--- config.mk ---
export PLATFORM = sky130hd
export DESIGN_NAME = sorted_list_insert_delete_top
export DESIGN_NICKNAME = d
export VERILOG_FILES = /design/src/design/slid_pkg.sv /design/src/design/sorted_list_insert_delete_top.sv /design/src/design/slid_cell.sv
export SDC_FILE = /design/constraint.sdc
export NUM_CORES = 2
export LEC_CHECK = 0
export ABC_AREA = 1
export BUFFER_PORTS_ARGS = -buffer_cell sky130_fd_sc_hd__buf_2
export CAP_MARGIN = 40
export CORE_ASPECT_RATIO = 1.1
export CORE_UTILIZATION = 30
export CTS_CLUSTER_DIAMETER = 40
export DETAILED_ROUTE_END_ITERATION = 12
export SETUP_SLACK_MARGIN = 0.02
export SLEW_MARGIN = 10
export SYNTH_ARGS = -nofsm -noshare
export SYNTH_HDL_FRONTEND = slang
export SYNTH_HIERARCHICAL = 1
export SYNTH_SLANG_ARGS = --single-unit
--- constraint.sdc ---
create_clock -name clk -period 6 [get_ports clk]
set_clock_uncertainty 0.2 [all_clocks]
set_input_delay 0.6 -clock clk [delete_from_list [all_inputs] [get_ports clk]]
set_output_delay 0.6 -clock clk [all_outputs]
set_load 0.03 [all_outputs]
--- src/design/slid_pkg.sv ---
// Package for the sorted list block: status codes, request kinds and the
// command struct that the top level broadcasts to every cell. No dependencies.
package slid_pkg;

  localparam int ValueW  = 32;
  localparam int StatusW = 2;
  localparam int CountW  = 5;

  // Result status codes
  localparam logic [StatusW-1:0] ST_INSERTED  = 2'd0;
  localparam logic [StatusW-1:0] ST_DELETED   = 2'd1;
  localparam logic [StatusW-1:0] ST_NOT_FOUND = 2'd2;
  localparam logic [StatusW-1:0] ST_FULL      = 2'd3;

  // Request kinds
  localparam logic REQ_INSERT = 1'b0;
  localparam logic REQ_DELETE = 1'b1;

  // Broadcast to all cells in the cycle of a transfer
  typedef struct packed {
    logic                     ins;    // apply an insert this cycle
    logic                     del;    // apply a delete this cycle
    logic signed [ValueW-1:0] value;  // value under test
  } cell_cmd_t;

endpackage

--- src/design/sorted_list_insert_delete_top.sv ---
// Top level of the sorted list: a chain of DEPTH slid_cell instances, the
// entry counter and the result register. Depends on slid_pkg and slid_cell.
//
//  channel | direction | tdata (low bit first)                    | tuser
//  --------+-----------+------------------------------------------+----------
//  s_*     | in        | value[31:0]                              | req_type
//  m_*     | out       | status[1:0], entry_count[6:2],           | -
//          |           | head_valid[7], head_value[39:8]          |
//
// One request is taken per cycle: every cell compares the broadcast value
// with its own entry in the cycle of the transfer and shifts at that edge.
// The result is shown on the next cycle; the count and head come straight
// from the counter and cell 0, which cannot change while a result waits.
// A stalled result holds s_tready low; it rises again in the cycle the
// result transfer completes, so back-to-back requests run at full rate.
// rst (synchronous) empties the list and drops any pending result.
module sorted_list_insert_delete_top import slid_pkg::*; #(
  parameter int DEPTH = 16
) (
  input  logic        clk,
  input  logic        rst,
  input  logic        s_tvalid,
  output logic        s_tready,
  input  logic [31:0] s_tdata,   // value[31:0]
  input  logic        s_tuser,   // req_type
  output logic        m_tvalid,
  input  logic        m_tready,
  output logic [39:0] m_tdata    // status[1:0], entry_count[6:2],
                                 // head_valid[7], head_value[39:8]
);

  localparam int CntW = $clog2(DEPTH + 1);

  logic                     accept;
  logic                     full;
  logic                     found;
  cell_cmd_t                cmd;
  logic [DEPTH-1:0]         after_vec;
  logic [DEPTH-1:0]         eq_vec;
  logic [DEPTH-1:0]         valid_vec;
  logic signed [ValueW-1:0] value_arr [DEPTH];

  logic [CntW-1:0]          count;
  logic [CntW+CountW-1:0]   count_ext;
  logic [StatusW-1:0]       status;
  logic [StatusW-1:0]       status_next;
  logic [ValueW-1:0]        head_value;

  assign s_tready = !m_tvalid || m_tready;
  assign accept   = s_tvalid && s_tready;

  // List is full when the last cell holds a value; found when any cell matches
  assign full  = valid_vec[DEPTH-1];
  assign found = |eq_vec;

  assign cmd.ins   = accept && (s_tuser == REQ_INSERT) && !full;
  assign cmd.del   = accept && (s_tuser == REQ_DELETE) && found;
  assign cmd.value = s_tdata;

  genvar i;
  generate
    for (i = 0; i < DEPTH; i++) begin : g_cell
      logic                     l_after;
      logic                     l_valid;
      logic signed [ValueW-1:0] l_value;
      logic                     r_valid;
      logic signed [ValueW-1:0] r_value;

      // Chain ends: left of cell 0 counts as a valid cell below the insert point,
      // right of the last cell as empty
      if (i == 0) begin : g_first
        assign l_after = 1'b0;
        assign l_valid = 1'b1;
        assign l_value = '0;
      end else begin : g_mid
        assign l_after = after_vec[i-1];
        assign l_valid = valid_vec[i-1];
        assign l_value = value_arr[i-1];
      end

      if (i == DEPTH - 1) begin : g_last
        assign r_valid = 1'b0;
        assign r_value = '0;
      end else begin : g_inner
        assign r_valid = valid_vec[i+1];
        assign r_value = value_arr[i+1];
      end

      slid_cell u_cell (
        .clk         (clk),
        .rst         (rst),
        .cmd         (cmd),
        .left_after  (l_after),
        .left_valid  (l_valid),
        .left_value  (l_value),
        .right_valid (r_valid),
        .right_value (r_value),
        .after       (after_vec[i]),
        .eq          (eq_vec[i]),
        .valid       (valid_vec[i]),
        .value       (value_arr[i])
      );
    end
  endgenerate

  always_comb begin
    if (s_tuser == REQ_INSERT) begin
      status_next = full ? ST_FULL : ST_INSERTED;
    end else begin
      status_next = found ? ST_DELETED : ST_NOT_FOUND;
    end
  end

  // Advance the entry count with each applied insert or delete
  always_ff @(posedge clk) begin
    if (rst) begin
      count <= '0;
    end else if (cmd.ins) begin
      count <= count + 1'b1;
    end else if (cmd.del) begin
      count <= count - 1'b1;
    end
  end

  // Result register: hold until the downstream side takes the transfer
  always_ff @(posedge clk) begin
    if (rst) begin
      m_tvalid <= 1'b0;
    end else if (accept) begin
      m_tvalid <= 1'b1;
    end else if (m_tready) begin
      m_tvalid <= 1'b0;
    end
  end

  always_ff @(posedge clk) begin
    if (accept) begin
      status <= status_next;
    end
  end

  // Report only the low bits of the count
  assign count_ext  = {{CountW{1'b0}}, count};
  assign head_value = valid_vec[0] ? value_arr[0] : '0;

  assign m_tdata = {head_value, valid_vec[0], count_ext[CountW-1:0], status};

endmodule

--- src/design/slid_cell.sv ---
// One cell of the sorted chain: holds one value and its valid bit, compares
// against the broadcast value and shifts towards either neighbour. Uses slid_pkg.
module slid_cell import slid_pkg::*; (
  input  logic                     clk,
  input  logic                     rst,
  input  cell_cmd_t                cmd,
  input  logic                     left_after,
  input  logic                     left_valid,
  input  logic signed [ValueW-1:0] left_value,
  input  logic                     right_valid,
  input  logic signed [ValueW-1:0] right_value,
  output logic                     after,
  output logic                     eq,
  output logic                     valid,
  output logic signed [ValueW-1:0] value
);

  logic ge;

  // Stored values are ascending, so ge and after rise once along the chain
  assign ge    = valid && (value >= cmd.value);
  assign eq    = valid && (value == cmd.value);
  assign after = !valid || ge;

  always_ff @(posedge clk) begin
    if (rst) begin
      valid <= 1'b0;
    end else if (cmd.ins) begin
      valid <= left_valid;
    end else if (cmd.del && ge) begin
      valid <= right_valid;
    end
  end

  always_ff @(posedge clk) begin
    if (cmd.ins) begin
      // take the left neighbour above the insertion point, the new value at it
      if (left_after) begin
        value <= left_value;
      end else if (after) begin
        value <= cmd.value;
      end
    end else if (cmd.del && ge) begin
      value <= right_value;
    end
  end

endmodule
==> results.sh <==
export IMPL_worst_path_max_fanout=28
export IMPL_wirelength_mm=126
export IMPL_nNetsFinal=6228
export IMPL_numCtsBuffers=91
export IMPL_coreArea_um2=138000
export IMPL_drt_iter0_markers=2448
export IMPL_synth_cells=5512
export IMPL_power_density_nw_per_um2=249
export IMPL_clkSinkCount=536
export IMPL_startpoint="s_tdata[7]"
export IMPL_vias=38000
export IMPL_met3_length_mm=5.03
export IMPL_worst_pin_slew_ns=0.758
export IMPL_vias_per_cell=5.02
export IMPL_drtPass1Iterations=12
export IMPL_root_buffer="clkbuf_16"
export IMPL_wl_met2_mm=63.3
export IMPL_clockPowerShare_pct=43.7
export IMPL_die_height_um=394
export IMPL_slew_viol_final=0
export IMPL_port_buffer_count=78
export IMPL_met1Wirelength_mm=53.4
export IMPL_post_route_drc_count=0
export IMPL_final_cell_mix="nand2_1, o21ai_0, inv_1"
export IMPL_cts_tree="done"
export IMPL_finalSetupViolCount=0
export IMPL_antenna_left=0
export IMPL_hp_start="s_tvalid"
export IMPL_hold_viol_final=0
export IMPL_drv_cap=0
export IMPL_status="finished clean"
export IMPL_reg2reg_from="g_cell[0].u_cell/value[7]"
export IMPL_synth_warnings=6
export IMPL_initial_core_util_pct=30.3
export IMPL_dp_hpwl_mm=93.4
export IMPL_mostFrequentLayoutCell="nand2_1"
export IMPL_ctsResizeCount=0
export IMPL_p_leak_uw=0.0228
export IMPL_syn_area_um2=41900
export IMPL_dieArea_um2=141000
export IMPL_grt_pass1_vias=37600
export IMPL_clock_latency_ns=0.69
export IMPL_rows=143
export IMPL_clk_pin_slew_ns=0.06
export IMPL_crit_type="primary input to register"
export IMPL_avgSynthCellArea_um2=7.60
export IMPL_grt_overflow=0
export IMPL_switching_share_pct=31.9
export IMPL_cts_setup_buffers=0
export IMPL_critPathCaptureType="register"
export IMPL_layout_drive_gt1_share_pct=9.18
export IMPL_comb_power_share_pct=17.8
export IMPL_die_w_um=358
export IMPL_globalplace_congestion=0.848
export IMPL_switchingPower_uw=3840
export IMPL_arrival_ns=4.44
export IMPL_fin_hold_ws_ns=0.144
export IMPL_grt_max_degree=133
export IMPL_rsz0062_at_grt="no"
export IMPL_internal_power_uw=8180
export IMPL_track_usage_pct=17.5
export IMPL_clk_path_buf_depth=3
export IMPL_min_period_ns=4.26
export IMPL_fin_crit_sh_pct=71.0
export IMPL_required_ns=6.18
export IMPL_fmax_mhz=235
export IMPL_grt_pass1_wl_mm=203
export IMPL_hold_class="primary input to register"
export IMPL_antenna_found_initial=0
export IMPL_wl_per_cell_um=16.6
export IMPL_syn_to_final_growth_pct=15.1
export IMPL_ctsHoldBuffers=1
export IMPL_worstSetupStartpointType="primary input"
export IMPL_maxSlewHeadroom_pct=49.5
export IMPL_num_antenna_cells=0
export IMPL_setup_tns_ns=0
export IMPL_vdd_ir_drop_max_uv=191
export IMPL_p_seq_share_pct=38.6
export IMPL_pin_count=79
export IMPL_cts_htree_levels=3
export IMPL_highest_signal_layer="met4"
-- worst max-delay path, stage by stage --
cell,delay [ns]
buf_2,0.52
inv_1,0.12
ha_1,0.33
nand2_1,0.08
nor2_1,0.17
nand4_1,0.16
nor2_1,0.23
nand2_1,0.13
nor2_1,0.11
nor2_1,0.05
nand2_1,0.16
nor2_2,0.10
nand2_2,0.14
nand2_4,0.11
inv_1,0.07
buf_4,0.26
nand2_1,0.09
inv_1,0.08
nand2_2,0.06
nand2_2,0.06
nand2_1,0.06
inv_1,0.44
buf_12,0.25
-- per-layer routing --
layer | vias up | global-route usage [%]
li1 | 18600 | -
met1 | 18200 | 21.8
met2 | 911 | 31.2
met3 | 229 | 1.52
met4 | 0 | 6.54
met5 | - | 0
-- worst paths after layout --
kind | cells after the start | endpoint | slack [ns]
setup / recovery | 23 | g_cell[7].u_cell/value[5] | 1.74
hold / removal | 3 | m_tvalid | 0.14
setup reg to reg | 21 | g_cell[7].u_cell/value[5] | 1.90
hold reg to reg | 2 | count[2] | 0.32
-- sequential cells by signal (all words and copies together), names as in the netlist --
signal               flops
count                    5
status                   2
m_tvalid                 1
g_cell.u_cell/value    512
g_cell.u_cell/valid     16
-- cell type report --
class	instances	area, um^2
Fill cell	14300	90100
Multi-Input combinational cell	4056	22600
Sequential cell	536	15900
Inverter	779	2930
Clock buffer	96	2330
Tap cell	1812	2270
Timing Repair Buffer	210	1550
Clock inverter	75	708
-- power groups by stage --
| stage | sequential [uW] | clock, uW | combinational, uW |
|---|---|---|---|
| after global placement | 4720 | 0 | 2010 |
| after global routing | 4660 | 5480 | 2440 |
| after floorplan | 4620 | 0 | 1440 |
| after detailed placement | 4710 | 0 | 2100 |
| after CTS | 4640 | 5340 | 2120 |
| final | 4640 | 5250 | 2130 |
-- metrics by stage --
step	std cells	instance area [um^2]	setup slack, ns	utilization, %	power, uW
2_1_floorplan	5583	42200	2.35	-	6060
3_3_place_gp	7383	45000	1.06	32.5	6720
3_5_place_dp	7392	45200	1.11	32.7	6820
4_1_cts	7564	48200	1.83	34.9	12100
5_1_grt	7564	48200	1.47	34.9	12600
6_report	7564	48200	1.74	34.9	12000
(Power assumes the default switching activity.)
